File: src/design/tdckf_pkg.sv
// Package for the time-of-day color keyframe interpolator.
// Holds the keyframe tables, configuration register indexes, segment reciprocals and the
// lane command type. No dependencies.
`timescale 1ns / 1ps
`default_nettype none

package tdckf_pkg;

  localparam int KEY_COUNT = 7;
  localparam int CHANNELS = 10;
  localparam int HALF_W = 6;

  // Reciprocals of the segment lengths, scaled by 2^RECIP_SHIFT and rounded up.
  localparam int RECIP_SHIFT = 20;
  localparam int RECIP_W = 19;

  localparam int CFG_IDX_W = 1;
  localparam logic [CFG_IDX_W-1:0] CFG_SPEED = 1'b0;
  localparam logic [CFG_IDX_W-1:0] CFG_START_HOUR = 1'b1;

  // Keyframe times in half hours.
  localparam logic [HALF_W-1:0] KEY_HALF [KEY_COUNT] = '{
    6'd0, 6'd10, 6'd13, 6'd24, 6'd35, 6'd38, 6'd48
  };

  // Zenith rgb, horizon rgb, ambient rgb, star level.
  localparam logic [7:0] KEY_VAL [KEY_COUNT][CHANNELS] = '{
    '{8'd10, 8'd10, 8'd25, 8'd5, 8'd5, 8'd15, 8'd20, 8'd20, 8'd35, 8'd255},
    '{8'd25, 8'd30, 8'd65, 8'd70, 8'd45, 8'd95, 8'd40, 8'd35, 8'd50, 8'd179},
    '{8'd40, 8'd80, 8'd140, 8'd245, 8'd130, 8'd60, 8'd130, 8'd90, 8'd80, 8'd0},
    '{8'd30, 8'd110, 8'd200, 8'd110, 8'd180, 8'd240, 8'd255, 8'd255, 8'd250, 8'd0},
    '{8'd50, 8'd60, 8'd120, 8'd230, 8'd90, 8'd40, 8'd140, 8'd90, 8'd80, 8'd26},
    '{8'd20, 8'd25, 8'd60, 8'd75, 8'd30, 8'd90, 8'd50, 8'd40, 8'd65, 8'd153},
    '{8'd10, 8'd10, 8'd25, 8'd5, 8'd5, 8'd15, 8'd20, 8'd20, 8'd35, 8'd255}
  };

  // The table only has segments of 3, 10 and 11 half hours. A zero span only comes
  // with a zero offset, where any reciprocal gives a zero quotient.
  function automatic logic [RECIP_W-1:0] recip_of(input logic [HALF_W-1:0] span);
    case (span)
      6'd3:    return RECIP_W'(349526);
      6'd10:   return RECIP_W'(104858);
      6'd11:   return RECIP_W'(95326);
      default: return '0;
    endcase
  endfunction

  typedef struct packed {
    logic load;
    logic mul;
    logic step;
  } lane_cmd_t;

endpackage

`default_nettype wire

File: src/design/tdckf_lane.sv
// One interpolation lane: c1 + floor((c2 - c1) * off / len) for a single channel.
// Multiplies once, then divides by the segment length through a reciprocal. Uses tdckf_pkg.
`timescale 1ns / 1ps
`default_nettype none

module tdckf_lane import tdckf_pkg::*; #(
  parameter int OFF_W = 19,
  parameter int SPAN_SHIFT = 15
) (
  input  wire logic              clk,
  input  wire lane_cmd_t         cmd,
  input  wire logic [7:0]        c1,
  input  wire logic [7:0]        c2,
  input  wire logic [OFF_W-1:0]  off,
  input  wire logic [HALF_W-1:0] span,
  output logic      [7:0]        result
);

  localparam int NUM_W = OFF_W + 8;
  localparam int T_W = NUM_W - SPAN_SHIFT;
  localparam int QP_W = T_W + RECIP_W;

  logic [7:0]        c1_r;
  logic              neg_r;
  logic [7:0]        mag_r;
  logic [OFF_W-1:0]  off_r;
  logic [HALF_W-1:0] span_r;
  logic [NUM_W-1:0]  prod_r;
  logic [T_W-1:0]    t_r;
  logic              low_nz_r;
  logic [7:0]        quot_r;
  logic [T_W-1:0]    t_nxt;
  logic [QP_W-1:0]   qprod_nxt;
  logic [T_W-1:0]    back;
  logic              rem_nz;

  // The segment length is span half hours, so the low bits of the product divide out
  // by a shift and only the small span is left for the reciprocal.
  assign t_nxt = prod_r[NUM_W-1:SPAN_SHIFT];
  assign qprod_nxt = QP_W'(t_nxt) * QP_W'(recip_of(span_r));

  always_ff @(posedge clk) begin
    if (cmd.load) begin
      c1_r   <= c1;
      neg_r  <= c2 < c1;
      mag_r  <= (c2 < c1) ? c1 - c2 : c2 - c1;
      off_r  <= off;
      span_r <= span;
    end
    if (cmd.mul) begin
      prod_r <= NUM_W'(mag_r) * NUM_W'(off_r);
    end
    if (cmd.step) begin
      // The offset never exceeds the length, so the quotient fits in eight bits.
      quot_r   <= qprod_nxt[RECIP_SHIFT+7:RECIP_SHIFT];
      t_r      <= t_nxt;
      low_nz_r <= prod_r[SPAN_SHIFT-1:0] != '0;
    end
  end

  // A negative slope rounds toward minus infinity, so a nonzero remainder takes one more.
  always_comb begin
    back   = T_W'(quot_r) * T_W'(span_r);
    rem_nz = low_nz_r || (back != t_r);
    if (neg_r) begin
      result = c1_r - quot_r - 8'(rem_nz);
    end else begin
      result = c1_r + quot_r;
    end
  end

endmodule

`default_nettype wire

File: config.mk
export PLATFORM = sky130hd
export DESIGN_NAME = tdckf_lane
export DESIGN_NICKNAME = d
export VERILOG_FILES = /design/src/design/tdckf_pkg.sv /design/src/design/tdckf_lane.sv
export SDC_FILE = /design/constraint.sdc
export NUM_CORES = 1
export LEC_CHECK = 0
export BUFFER_PORTS_ARGS = -buffer_cell sky130_fd_sc_hd__buf_4
export CAP_MARGIN = 20
export CORE_UTILIZATION = 50
export DETAILED_ROUTE_END_ITERATION = 12
export PLACE_DENSITY = 0.69
export SYNTH_ARGS = -nofsm -noshare
export SYNTH_HDL_FRONTEND = slang
export SYNTH_SLANG_ARGS = --single-unit
File: constraint.sdc
create_clock -name clk -period 7.1 [get_ports clk]
set_input_delay 0.71 -clock clk [delete_from_list [all_inputs] [get_ports clk]]
set_output_delay 0.71 -clock clk [all_outputs]
set_load 0.1 [all_outputs]
# Yosys cells after proc, flatten, opt, wreduce, memory -nomap -nowiden
# Cells that the tools add are included.
# W data, S select, Z words.
# word_totals
memories	0
output_inout_bits	8
ram_bits	0
word_cells	27
romBits	0
input_bits	45
regBits	90
latchBits	0
# op_classes
n_shift	0
add_sub_neg	5
div_mod_pow	0
n_bitwise	0
muxes	3
n_reduce_logical	2
eq_ne	4
multipliers	3
order_cmp	1
# op_table
cell	count
$pmux W19 S3	1
$mul A12 B19 Y28	1
$mul A8 B19 Y27	1
$sub A8 B8 Y8	3
$mux W8	2
$reduce_bool A15 Y1	1
$eq A6 B4 Y1 const B	2
$mul A8 B6 Y12	1
$ne A12 B12 Y1	1
$add A8 B8 Y8	1
$lt A8 B8 Y1	1
$sub A8 B1 Y8	1
$eq A6 B2 Y1 const B	1
$logic_or A1 B1 Y1	1

# Longest topological paths before layout
# logic_depth
ltp_word	5
depth_mapped	29
ltp_nobuf	27

# Worst setup path after synthesis
# No wires, ideal clock.
# synth_timing
path_kind	reg2out
startpoint	reg span_r[3]
endpoint	out result[7]
path_buffers	3
stages_incl_launch_ff	29
t_required_ns	6.390
slack_ns	-1.142
arrival_ns	7.532
cell_sequence	edfxtp_1 -> clkbuf_1 -> clkbuf_1 -> clkbuf_1 -> nand2_1 -> fa_1 -> fa_1 -> fa_1 -> inv_1 -> ha_1 -> nor2b_1 -> o21ai_0 -> nand2b_1 -> a21o_1 -> a21o_1 -> a31oi_1 -> xnor2_1 -> or3_1 -> fa_1 -> inv_1 -> ha_1 -> o21ai_0 -> nand3b_1 -> a21oi_1 -> o21bai_1 -> a31oi_1 -> xnor2_1 -> a22oi_1 -> xnor2_1
# synth_between
elab_chain_len	5
# synth_lines
item	line	text
start: declaration	tdckf_lane.sv:27	logic [HALF_W-1:0] span_r;
start signal: assignment	tdckf_lane.sv:48	span_r <= span;
$mul A8 B6 Y12	tdckf_lane.sv:63	back = T_W'(quot_r) * T_W'(span_r);
$ne A12 B12 Y1	tdckf_lane.sv:64	rem_nz = low_nz_r || (back != t_r);
$logic_or A1 B1 Y1	tdckf_lane.sv:64	
$sub A8 B1 Y8	tdckf_lane.sv:66	result = c1_r - quot_r - 8'(rem_nz);
$mux W8	tdckf_lane.sv:65	if (neg_r) begin
end: declaration	tdckf_lane.sv:16	output logic [7:0] result
# No other way between the ends.

# Worst setup path after layout
# layout_timing
startpoint	reg span_r[0]
endpoint	out result[7]
# The elaborated chain is that of the path after synthesis.

==> run_results.csv <==
group,metric,value,unit
routing,first_pass_iters,5,
routing,wl_per_cell,16.59,um
layout,drive_gt1_share,9.369,%
cts,cts.sinks,90,
setup_path,worst_setup_path_end_kind,"output port",
layout,n_antenna_cell,0,
layout,final_util,56.78,%
sta,rsz0062_at_grt,"true",
sta,finalClockSkew,10.40,ps
sta,hold_ws,528.4,ps
floorplanning,rows,62,
setup_path,critPathMaxStageDelay,600,ps
yosys,yosys-top-cells-area,"fa_1, edfxtp_1, ha_1",
cts,clk_latency,350,ps
yosys,synth_cell_types,53,
routing,routed_wl,32400,um
placement,gp_congestion,0.9787,
setup_path,slowest_stage,"fa_2",
placement,portBuffers,52,
placement,dp_cells,1927,
floorplanning,dieArea,30390,um^2
yosys,synth_edf_count,90,
floorplanning,ios,53,
floorplanning,core-area,28940,um^2
global_route,antenna_found_initial,0,
yosys,synth_nets,1966,
yosys,yosys_warnings,0,
sta,slew_headroom,38.09,%
yosys,synth_flop_cell,"edfxtp_1",
setup_path,cp.arrival,6380,ps
sta,hold_viol_final,0,
status,outcome,"finished, final reports clean",
setup_path,startpoint,"span_r[0]",
sta,min_period,7090,ps
hold_path,hp-class,"reg2reg",
yosys,synthCells,1496,
cts,htree_levels,3,
routing,via_per_inst,5.197,
routing,vias,10149,
sta,slew_violations,0,
yosys,synth_top_area_share,33.70,%
yosys,seq_area_frac_synth,18.20,%
floorplanning,dieHeight,174.3,um
pwr,p_leak,8.167,nW
layout,syn_to_final_growth,10.64,%
yosys,async_flop_share,0,%
placement,dp_hpwl,27020,um
floorplanning,die_x,174.3,um
yosys,synth_area,14850,um^2
routing,drcViolationCount,0,
cts,clock_path_buffers,2,
layout,layout.cells.non_filler,1953,
global_route,overflow,0,
pwr,power_density,369.6,nW/um^2
setup_path,crit_type,"reg2out",
routing,ant_nets,0,
job,cap_violations,0,
yosys,synth_area_leader_cell,"fa_1",
sta,fmax,0.1411,GHz
layout,nets,2034,
global_route,grt_max_degree,43,
floorplanning,start_util,51.32,%
setup_path,startpoint_type,"flop",
cts,clk_pin_slew,60,ps
sta,final.setup.tns,0,ps
layout,fill_cells,2473,
sta,setup_viol,0,
setup_path,timing.rr.start,"span_r[5]",
cts,cts_buffers,9,
global_route,gr-usage-all-layers,22.92,%
cts,cts_hold_buffers,0,
sta,min_period_over_period,99.85,%
pwr,ir_worst_vdd,0.2840,mV
setup_path,worstPathRequired,6390,ps
yosys,syn_area_per_cell,9.927,um^2
global_route,grt_pass1_vias,11021,
global_route,grt_pass1_wl,55040,um
pwr,power,6.072,mW
sta,worst_pin_slew,916.6,ps
hold_path,hold_start,"prod_r[0]",
cts,cts_root_buf,"clkbuf_16",
cts,cts_tree,"built",
yosys,synth_seq_cells,90,
setup_path,path_max_fanout,3,
routing,drt_iter0_markers,442,
## final cells by class
cell class              instances  area (um^2)  share of cell area, %
repair buffers                 90        726.9                  4.424
flip-flops and latches         90         2703                  16.45
inverters                     331         1242                  7.562
multi-input cells            1042        10970                  66.75
clock buffers                  11        232.7                  1.416
clock inverters                 5        78.83                 0.4797
well taps                     384        480.5                  2.924
## cells by family (layout without fill, tap and decap cells)
group	after synthesis	count (layout)	synth area share, %
fa+ha+maj	425	425	48.45
simple gates	396	396	13.19
buf+inv	364	437	9.234
compound gates	144	144	6.319
flops	90	90	18.20
xor+xnor	72	72	4.246
mux	5	5	0.3623
## synth_stat cells, types with 19 or more instances
master and n:
and2_1 98, a21oi_1 37, clkbuf_1 28, a21o_1 19
and3_1 28, edfxtp_1 90, o21ai_0 35, inv_1 331
nor2_1 46, xnor2_1 56, ha_1 175, fa_1 250
nand2_1 162
## through the flow
stage,setup slack (ps),area [um^2]
detailed placement,18.02,15860
CTS,16.22,16240
global route,-207.4,16430
finish,10.46,16430
global placement,121.0,15860
floorplan,-73.12,14910
## worst max-delay path: cells and delay by family, from the launching register on
| family | cells | cell delay [ps] |
|---|---|---|
| flops | 1 | 380 |
| fa+ha+maj | 6 | 2340 |
| simple gates | 3 | 590 |
| xor+xnor | 3 | 420 |
| buf+inv | 7 | 610 |
| compound gates | 10 | 1700 |
## cell usage in the layout (no fill, tap or decap), types with 3 or more instances in the layout
cell / netlist / final
fa_1: 250 / 247
edfxtp_1: 90 / 90
inv_2: 0 / 5
a21o_1: 19 / 19
nand3b_1: 4 / 4
ha_1: 175 / 169
buf_6: 0 / 5
a21oi_1: 37 / 30
mux2_2: 3 / 3
inv_1: 331 / 326
a211oi_1: 8 / 8
nand3_1: 9 / 9
nand2b_1: 7 / 7
a31oi_1: 3 / 3
nor2_1: 46 / 46
o21bai_1: 6 / 5
xor2_1: 16 / 16
fa_2: 0 / 3
o21a_1: 10 / 10
and2_1: 98 / 98
nand4_1: 5 / 5
ha_4: 0 / 5
nor3_1: 10 / 10
nor4_1: 6 / 5
a21oi_2: 2 / 8
a221oi_1: 3 / 3
clkbuf_16: 0 / 9
buf_4: 0 / 82
and3_1: 28 / 28
nand2_1: 162 / 159
o21ai_0: 35 / 32
o41ai_1: 3 / 3
nor2b_1: 11 / 10
xnor2_1: 56 / 54
## worst paths after layout
kind / endpoint / slack, ps / depth (start not counted)
worst max-delay path: result[7] / 10 / 29
worst min-delay path: low_nz_r / 530 / 2
worst max register to register: quot_r[7] / 360 / 21
worst min register to register: low_nz_r / 530 / 2
## what timing repair did
action,CTS,global route
setup endpoints to repair,2,3
pin swaps,7,37
gates resized for setup,8,37
setup buffers,3,7
## sequential cells by signal, summed over array words and instances (netlist names)
signal / count
off_r: 19
t_r: 12
mag_r: 8
span_r: 6
low_nz_r: 1
neg_r: 1
quot_r: 8
prod_r: 27
c1_r: 8
## routing by layer
layer,track usage [%],wire length [um]
met4,4.788,518
met5,0,0
met3,3.543,1658
met1,31.61,14980
met2,38.26,15250
## power breakdown
part,switching [mW],internal [mW]
Sequential,0.197,0.933
Clock,0.205,0.308
Combinational,2.46,1.97
Total,2.86,3.21
Note: power is estimated with default switching activity, not from simulation.
